$ cat config.mk
export PLATFORM = sky130hd
export DESIGN_NAME = stt_decide
export DESIGN_NICKNAME = d
export VERILOG_FILES = /design/src/rtl/core/segment_triangle_intersect_top_assert.svh /design/src/rtl/core/stt_pkg.sv /design/src/rtl/core/stt_decide.sv
export SDC_FILE = /design/constraint.sdc
export NUM_CORES = 1
export LEC_CHECK = 0
export ABC_AREA = 0
export ABC_CLOCK_PERIOD_IN_PS = 800
export BUFFER_PORTS_ARGS = -buffer_cell sky130_fd_sc_hd__clkbuf_2
export CORE_AREA = 2 2 39 41
export DETAILED_ROUTE_END_ITERATION = 16
export DIE_AREA = 0 0 41 43
export GPL_TIMING_DRIVEN = 0
export HOLD_SLACK_MARGIN = 0.12
export PLACE_DENSITY = 0.4
export SLEW_MARGIN = 25
export SYNTH_ARGS = -nofsm -noshare
export SYNTH_HDL_FRONTEND = slang
export SYNTH_SLANG_ARGS = --single-unit
$ cat constraint.sdc
create_clock -name clk -period 0.8 [get_ports clk]
set_input_delay 0.12 -clock clk [delete_from_list [all_inputs] [get_ports clk]]
set_output_delay 0.12 -clock clk [all_outputs]
set_load 0.01 [all_outputs]
$ cat src/rtl/core/segment_triangle_intersect_top_assert.svh
// ----------------------------------------------------------------------------
// segment_triangle_intersect_top_assert
// assertion macros for the segment / triangle crossing test, clocked on clk
// and disabled while arst_n is low
// ----------------------------------------------------------------------------
`ifndef SEGMENT_TRIANGLE_INTERSECT_TOP_ASSERT_SVH
`define SEGMENT_TRIANGLE_INTERSECT_TOP_ASSERT_SVH

// same-cycle implication
`define STT_ASSERT_IMPLY(label, ante, cons, msg) \
	label: assert property (@(posedge clk) disable iff (!arst_n) (ante) |-> (cons)) \
		else $error(msg);

// next-cycle implication
`define STT_ASSERT_NEXT(label, ante, cons, msg) \
	label: assert property (@(posedge clk) disable iff (!arst_n) (ante) |=> (cons)) \
		else $error(msg);

`endif

$ cat src/rtl/core/stt_pkg.sv
// ----------------------------------------------------------------------------
// stt_pkg
// shared types and constants of the segment / triangle crossing test
// ----------------------------------------------------------------------------
`default_nettype none

package stt_pkg;

	// width of one packed point on the ports
	localparam int FIELD_W = 60;

	// sign of one tetrahedron volume
	typedef struct packed {
		logic neg;
		logic zero;
	} vsign_t;

endpackage

`default_nettype wire

$ cat src/rtl/core/stt_decide.sv
// ----------------------------------------------------------------------------
// stt_decide
// combines the edge signs and the plane signs into the hit flag
// ----------------------------------------------------------------------------
`default_nettype none

module stt_decide (
	input  wire                        clk,
	input  stt_pkg::vsign_t [7:0]      sgn,
	output logic                       hit
);

	logic reject;
	logic straddle;
	logic hit_s7;

	function automatic logic same_strict(stt_pkg::vsign_t a, stt_pkg::vsign_t b);
		return !a.zero && !b.zero && (a.neg == b.neg);
	endfunction

	// edge tests come in pairs, the plane test is the last pair
	assign reject = same_strict(sgn[0], sgn[1]) || same_strict(sgn[2], sgn[3])
		|| same_strict(sgn[4], sgn[5]);
	assign straddle = !sgn[6].zero && !sgn[7].zero && (sgn[6].neg != sgn[7].neg);

	always_ff @(posedge clk) begin
		hit_s7 <= !reject && straddle;
	end

	assign hit = hit_s7;

endmodule

`default_nettype wire

Word-level counts from Yosys, hierarchy flattened

Cells that the tools add are included.

Magnitude comparators: 0
Equal/unequal tests: 4
Multipliers: 0
Shifts and indexed selects: 0
Muxes and demuxes: 0
Reductions and logical operators: 20
Bitwise logic cells: 0
Divide/modulo/power cells: 0
Add/subtract/negate cells: 0

Operator list:

| operator          | number |
|---|---|
| $logic_and 1x1->1 | 9 |
| $logic_not 1->1   | 9 |
| $eq 1x1->1        | 3 |
| $logic_or 1x1->1  | 2 |
| $ne 1x1->1        | 1 |

Memory bits (read-only): 0
Bits in registers: 1
Bits in writable memories: 0
Logic and storage cells: 25
Bits in latches: 0
Memories: 0

Depth between registers and ports, before layout

Gate-level depths: netlist (run 1).

Depth in word-level cells: 7
Depth in mapped cells: 3

Worst setup path after synthesis (run 1)

OpenSTA, ideal clock, no wires.

Kind: input -> register
Start: input sgn[13] in the netlist's numbering
End: register hit_s7, in the netlist hit
Path slack: 3 ps
Required time: 712 ps
Arrival: 709 ps
Stages: 3
Path buffers: 0
Library setup time: 88 ps
Cells stage by stage: xnor2_1 or3_1 nor4_2

Cells in the longest elaborated chain, start to end: 3

RTL lines:

| element              | line             | text |
|---|---|---|
| start, declared      | stt_decide.sv:9  | `input stt_pkg::vsign_t [7:0] sgn,` |
| $ne 1x1->1           | stt_decide.sv:24 | `assign straddle = !sgn[6].zero && !sgn[7].zero && (sgn[6].neg != sgn[7].neg);` |
| $logic_and 1x1->1    | stt_decide.sv:24 |  |
| $logic_and 1x1->1    | stt_decide.sv:27 | `hit_s7 <= !reject && straddle;` |
| end signal, assigned | stt_decide.sv:27 |  |
| end, declared        | stt_decide.sv:15 | `logic hit_s7;` |

No other way between the ends.

Worst setup path after layout (run 1)

Ends and elaborated chain as after synthesis.

==> results of run 1 <==
[cells by family after synthesis]
family,after synthesis,share of synthesized area (%)
xor gates and xnor gates,4,39.4
DFF,1,22.5
and+or+nand+nor,5,38.0
[cell type report]
class,instances,share of cell area [%]
multi-input cells,9,34.4
flip-flops and latches,1,10.0
well taps,16,10.0
repair buffers,17,45.6
[layer usage]
metal,vias up,share of wire [%]
li1,70,-
met1,48,44
met2,18,20
met3,0,36
met4,0,0
met5,-,0
[worst paths after layout]
| kind | start | end | slack, ns | depth (start not counted) |
|---|---|---|---|---|
| max | sgn[13] | hit$_DFF_P_ | -0.06 | 4 |
| min | sgn[12] | hit$_DFF_P_ | 0.39 | 3 |
[through the flow]
stage / TNS, ns / utilization [%] / hold slack, ns / instances / worst slack (ns)
after floorplan: 0 / - / 0.303 / 10 / 0.00273
after global placement: -0.136 / 14.0 / 0.394 / 43 / -0.136
after detailed placement: -0.144 / 14.0 / 0.399 / 43 / -0.144
after CTS: -0.0711 / 14.0 / 0.392 / 43 / -0.0711
after global routing: -0.134 / 14.5 / 0.416 / 43 / -0.134
final: -0.0606 / 14.5 / 0.393 / 43 / -0.0606
[cells in the mapped netlist]
cell type  count
nor3_1         3
xor2_1         3
dfxtp_1        1
nor4_2         1
or3_1          1
xnor2_1        1
[power groups by stage]
stage	Combinational (mW)	Sequential (mW)	Clock, mW
2_1_floorplan	0.0233	0.0555	0
3_3_place_gp	0.0736	0.0540	0
3_5_place_dp	0.0722	0.0539	0
4_1_cts	0.0721	0.0539	0
5_1_grt	0.0827	0.0542	0
6_report	0.0734	0.0539	0
[worst max-delay path: stages]
cell      delay, ns
clkbuf_2       0.09
xnor2_1        0.11
or3_1          0.32
nor4_2         0.13
[timing repair]
action / 4_1_cts / 5_1_grt
gates resized for setup: 0 / 1
pin swaps: 1 / 0
hold buffers: 0 / 0
setup endpoints to repair: 1 / 1
==> reports/metrics.yaml, run 1 <==
status:
  status: "complete, but fails checks"
  violations: "setup timing"
layout:
  mostFrequentLayoutCell: "clkbuf_2"
  largest_reg_flops: 1
  fill_cells: 156
  drive_gt1_share_pct: 66.7
  final-seq-area_um2: 20.0
  mostFrequentLayoutCells: "16 x clkbuf_2, 3 x xor2_1, 3 x nor3_1"
  syn_to_final_growth_pct: 125
  final_area_um2: 200
  multiInputGateArea_um2: 68.8
  nNetsFinal: 46
  antenna_cells: 0
sta:
  fmax_mhz: 1160
  grt_setup_unrepaired: "yes"
  finalSetupViolations: 1
  period_minus_slack_ns: 0.861
  worst_slew_pin_slew_ns: 0.222
  max-slew-margin-rel_pct: 85.1
  finalHoldViolCount: 0
  finalWorstSetupSlack_ns: -0.0606
  fin_crit_sh_pct: 108
  slew_violations: 0
global_routing:
  track_usage_pct: 4.20
  grt_pass1_wl_um: 531
  grt_use_met1_pct: 6.67
  grt_max_degree: 2
  use_met3_pct: 3.66
  grt_pass1_vias: 134
  antenna_found_initial: 0
  grt_overflow: 0
  gr-usage-met2_pct: 4.38
  grt.busiest_layer: "met1"
logic_synthesis:
  synth_cell_types: 6
  synth.ff_latch_count: 1
  syn_avg_cell_area_um2: 8.88
  synth_top_area_cell: "xor2_1"
  synth.area.top_cells: "xor2_1 30%, dfxtp_1 23%, nor3_1 17%, nor4_2 14%, xnor2_1 9.9%"
  yosys_warnings: 0
  synth_area_um2: 88.8
  syn_nets: 27
  syn_inst: 10
  synth_top_area_share_pct: 29.6
  ys_seq_area_share_pct: 22.5
pwr:
  switching_share_pct: 21.4
  leakage_nw: 0.103
  p_clk_share_pct: 0
  power.density_nw_per_um2: 636
  internal_power_mw: 0.100
  p_comb_share_pct: 57.6
  p_total_mw: 0.127
  switchingPower_mw: 0.0272
  p_seq_share_pct: 42.4
  peakVddDrop_mv: 0.140
die:
  die_y_um: 43
  rows: 14
  die_x_um: 41
  initial_core_util_pct: 6.42
  pin_count: 18
  die_area_um2: 1760
  core_um2: 1380
detailed_routing:
  drt_first_pass_iters: 2
  wl_um: 352
  via_per_inst: 3.16
  dr_total_vias: 136
  ant_nets: 0
  wire_per_inst_um: 8.19
  drc: 0
  drtIter0Drc: 2
cts:
  path_clk_slew_ns: 0
  cts_setup_buffers: 0
critical_path:
  crit_path_end_kind: "register"
  required_ns: 0.71
  cp-start-kind: "input port"
  arrival_ns: 0.77
  worstPathMaxFanout: 1
  critical_path_class: "input port to register"
run:
  max-cap-violations: 0
hold_path:
  hold_path.class: "input port to register"
placed_design:
  port_buffers: 17
  place_congestion: 0.683
  dpl_cell_area_um2: 194
Power figures use the tool's default switching activity.
==> inputs of run 2 (changes only) <==
--- a/config.mk
+++ b/config.mk
@@ -9,11 +9,12 @@
 export ABC_CLOCK_PERIOD_IN_PS = 800
 export BUFFER_PORTS_ARGS = -buffer_cell sky130_fd_sc_hd__clkbuf_2
 export CORE_AREA = 2 2 39 41
+export CTS_BUF_LIST = sky130_fd_sc_hd__clkbuf_4
 export DETAILED_ROUTE_END_ITERATION = 16
 export DIE_AREA = 0 0 41 43
 export GPL_TIMING_DRIVEN = 0
 export HOLD_SLACK_MARGIN = 0.12
-export PLACE_DENSITY = 0.4
+export PLACE_DENSITY = 0.35
 export SLEW_MARGIN = 25
 export SYNTH_ARGS = -nofsm -noshare
 export SYNTH_HDL_FRONTEND = slang
==> reports/metrics.yaml, run 2 (synthesis results as in run 1) <==
sta:
  grt_setup_unrepaired: "yes"
  slew_violations: 0  # unchanged
  finalWorstSetupSlack_ns: -0.0532  # +0.00737 ns
  finalHoldViolCount: 0  # unchanged
  fmax_mhz: 1170  # +0.86%
  worst_slew_pin_slew_ns: 0.222  # -0.000471 ns
  period_minus_slack_ns: 0.853  # -0.00737 ns
  fin_crit_sh_pct: 107  # -0.92 points
  finalSetupViolations: 1  # unchanged
  max-slew-margin-rel_pct: 85.1  # about the same
detailed_routing:
  drt_first_pass_iters: 1  # -1
  drc: 0  # unchanged
  via_per_inst: 3.07  # -2.9%
  ant_nets: 0  # unchanged
  wire_per_inst_um: 8.12  # -0.85%
  dr_total_vias: 132  # -2.9%
  wl_um: 349  # -0.85%
  drtIter0Drc: 0  # -2
layout:
  fill_cells: 160  # +2.6%
  antenna_cells: 0  # unchanged
  nNetsFinal: 46  # unchanged
  syn_to_final_growth_pct: 132
  post-route-util_pct: 14.9  # +0.45 points
  mostFrequentLayoutCell: "clkbuf_2"
  final-seq-area_um2: 20.0  # unchanged
  mostFrequentLayoutCells: "15 x clkbuf_2, 3 x xor2_1, 3 x nor3_1"
  largest_reg_flops: 1  # unchanged
  multiInputGateArea_um2: 68.8  # unchanged
  drive_gt1_share_pct: 66.7  # unchanged
  final_area_um2: 206  # +3.1%
pwr:
  leakage_nw: 0.105  # +1.8%
  power.density_nw_per_um2: 634  # -0.25%
  p_total_mw: 0.131  # +2.9%
  peakVddDrop_mv: 0.155  # +11%
placed_design:
  dpl_cell_area_um2: 194  # unchanged
  place_congestion: 0.629  # -7.9%
  port_buffers: 17  # unchanged
  dp_slack_ns: -0.133  # +0.0110 ns
die:
  die_y_um: 43  # unchanged
  rows: 14  # unchanged
  core_um2: 1380  # unchanged
  pin_count: 18  # unchanged
  die_area_um2: 1760  # unchanged
  initial_core_util_pct: 6.42  # unchanged
  die_x_um: 41  # unchanged
cts:
  cts_setup_buffers: 0  # unchanged
  path_clk_slew_ns: 0  # unchanged
global_routing:
  grt_overflow: 0  # unchanged
  grt_pass1_vias: 131  # -2.2%
  track_usage_pct: 4.30  # +0.10 points
  grt_pass1_wl_um: 552  # +4.0%
  antenna_found_initial: 0  # unchanged
  grt_max_degree: 2  # unchanged
hold_path:
  hold_path.class: "input port to register"
status:
  violations: "setup timing"
  status: "complete, but fails checks"
critical_path:
  worstPathMaxFanout: 1  # unchanged
  required_ns: 0.71  # about the same
  arrival_ns: 0.76  # about the same
  crit_path_end_kind: "register"
  cp-start-kind: "input port"
  critical_path_class: "input port to register"
run:
  max-cap-violations: 0  # unchanged
run 2: cell type report:
cell class                 instances  area share (%)
sequential                         1            9.70
timing repair buffer              17            47.3
multi-input combinational          9            33.3
tap                               16            9.70
run 2: metrics by stage:
step / cells / hold slack [ns] / TNS (ns)
floorplan: 10 / 0.303 / 0
global placement: 43 / 0.393 / -0.139
detailed placement: 43 / 0.397 / -0.133
CTS: 43 / 0.390 / -0.102
global route: 43 / 0.419 / -0.0918
finish: 43 / 0.392 / -0.0532
run 2: metal layers:
metal	wire, µm	global-route usage, %	part of all wire (%)	vias up
met3	93	2.09	27	0
met2	71	4.69	20	18
met5	0	0	0	-
met4	0	0	0	0
met1	184	7.62	53	44
li1	-	-	-	70
run 2: repair_timing:
item                                    CTS  global route
hold buffers                              0             0
resized for setup                         0             2
endpoints found under the setup margin    1             1
pin swaps                                 3             1
run 2: worst max-delay path: stages:
cell and delay (ns):
buf_6 0.09, xnor2_1 0.11, or3_1 0.32, nor4_2 0.12
run 2: worst paths after layout:
kind                    start  cells past startpoint           to
worst max-delay path  sgn[13]                      4  hit$_DFF_P_
worst min-delay path  sgn[14]                      3  hit$_DFF_P_
run 2: power by group:
group	internal (mW)	switching, mW	total, mW
Sequential	0.0535	0.000492	0.0540
Combinational	0.0496	0.0274	0.0770
Clock	0	0	0
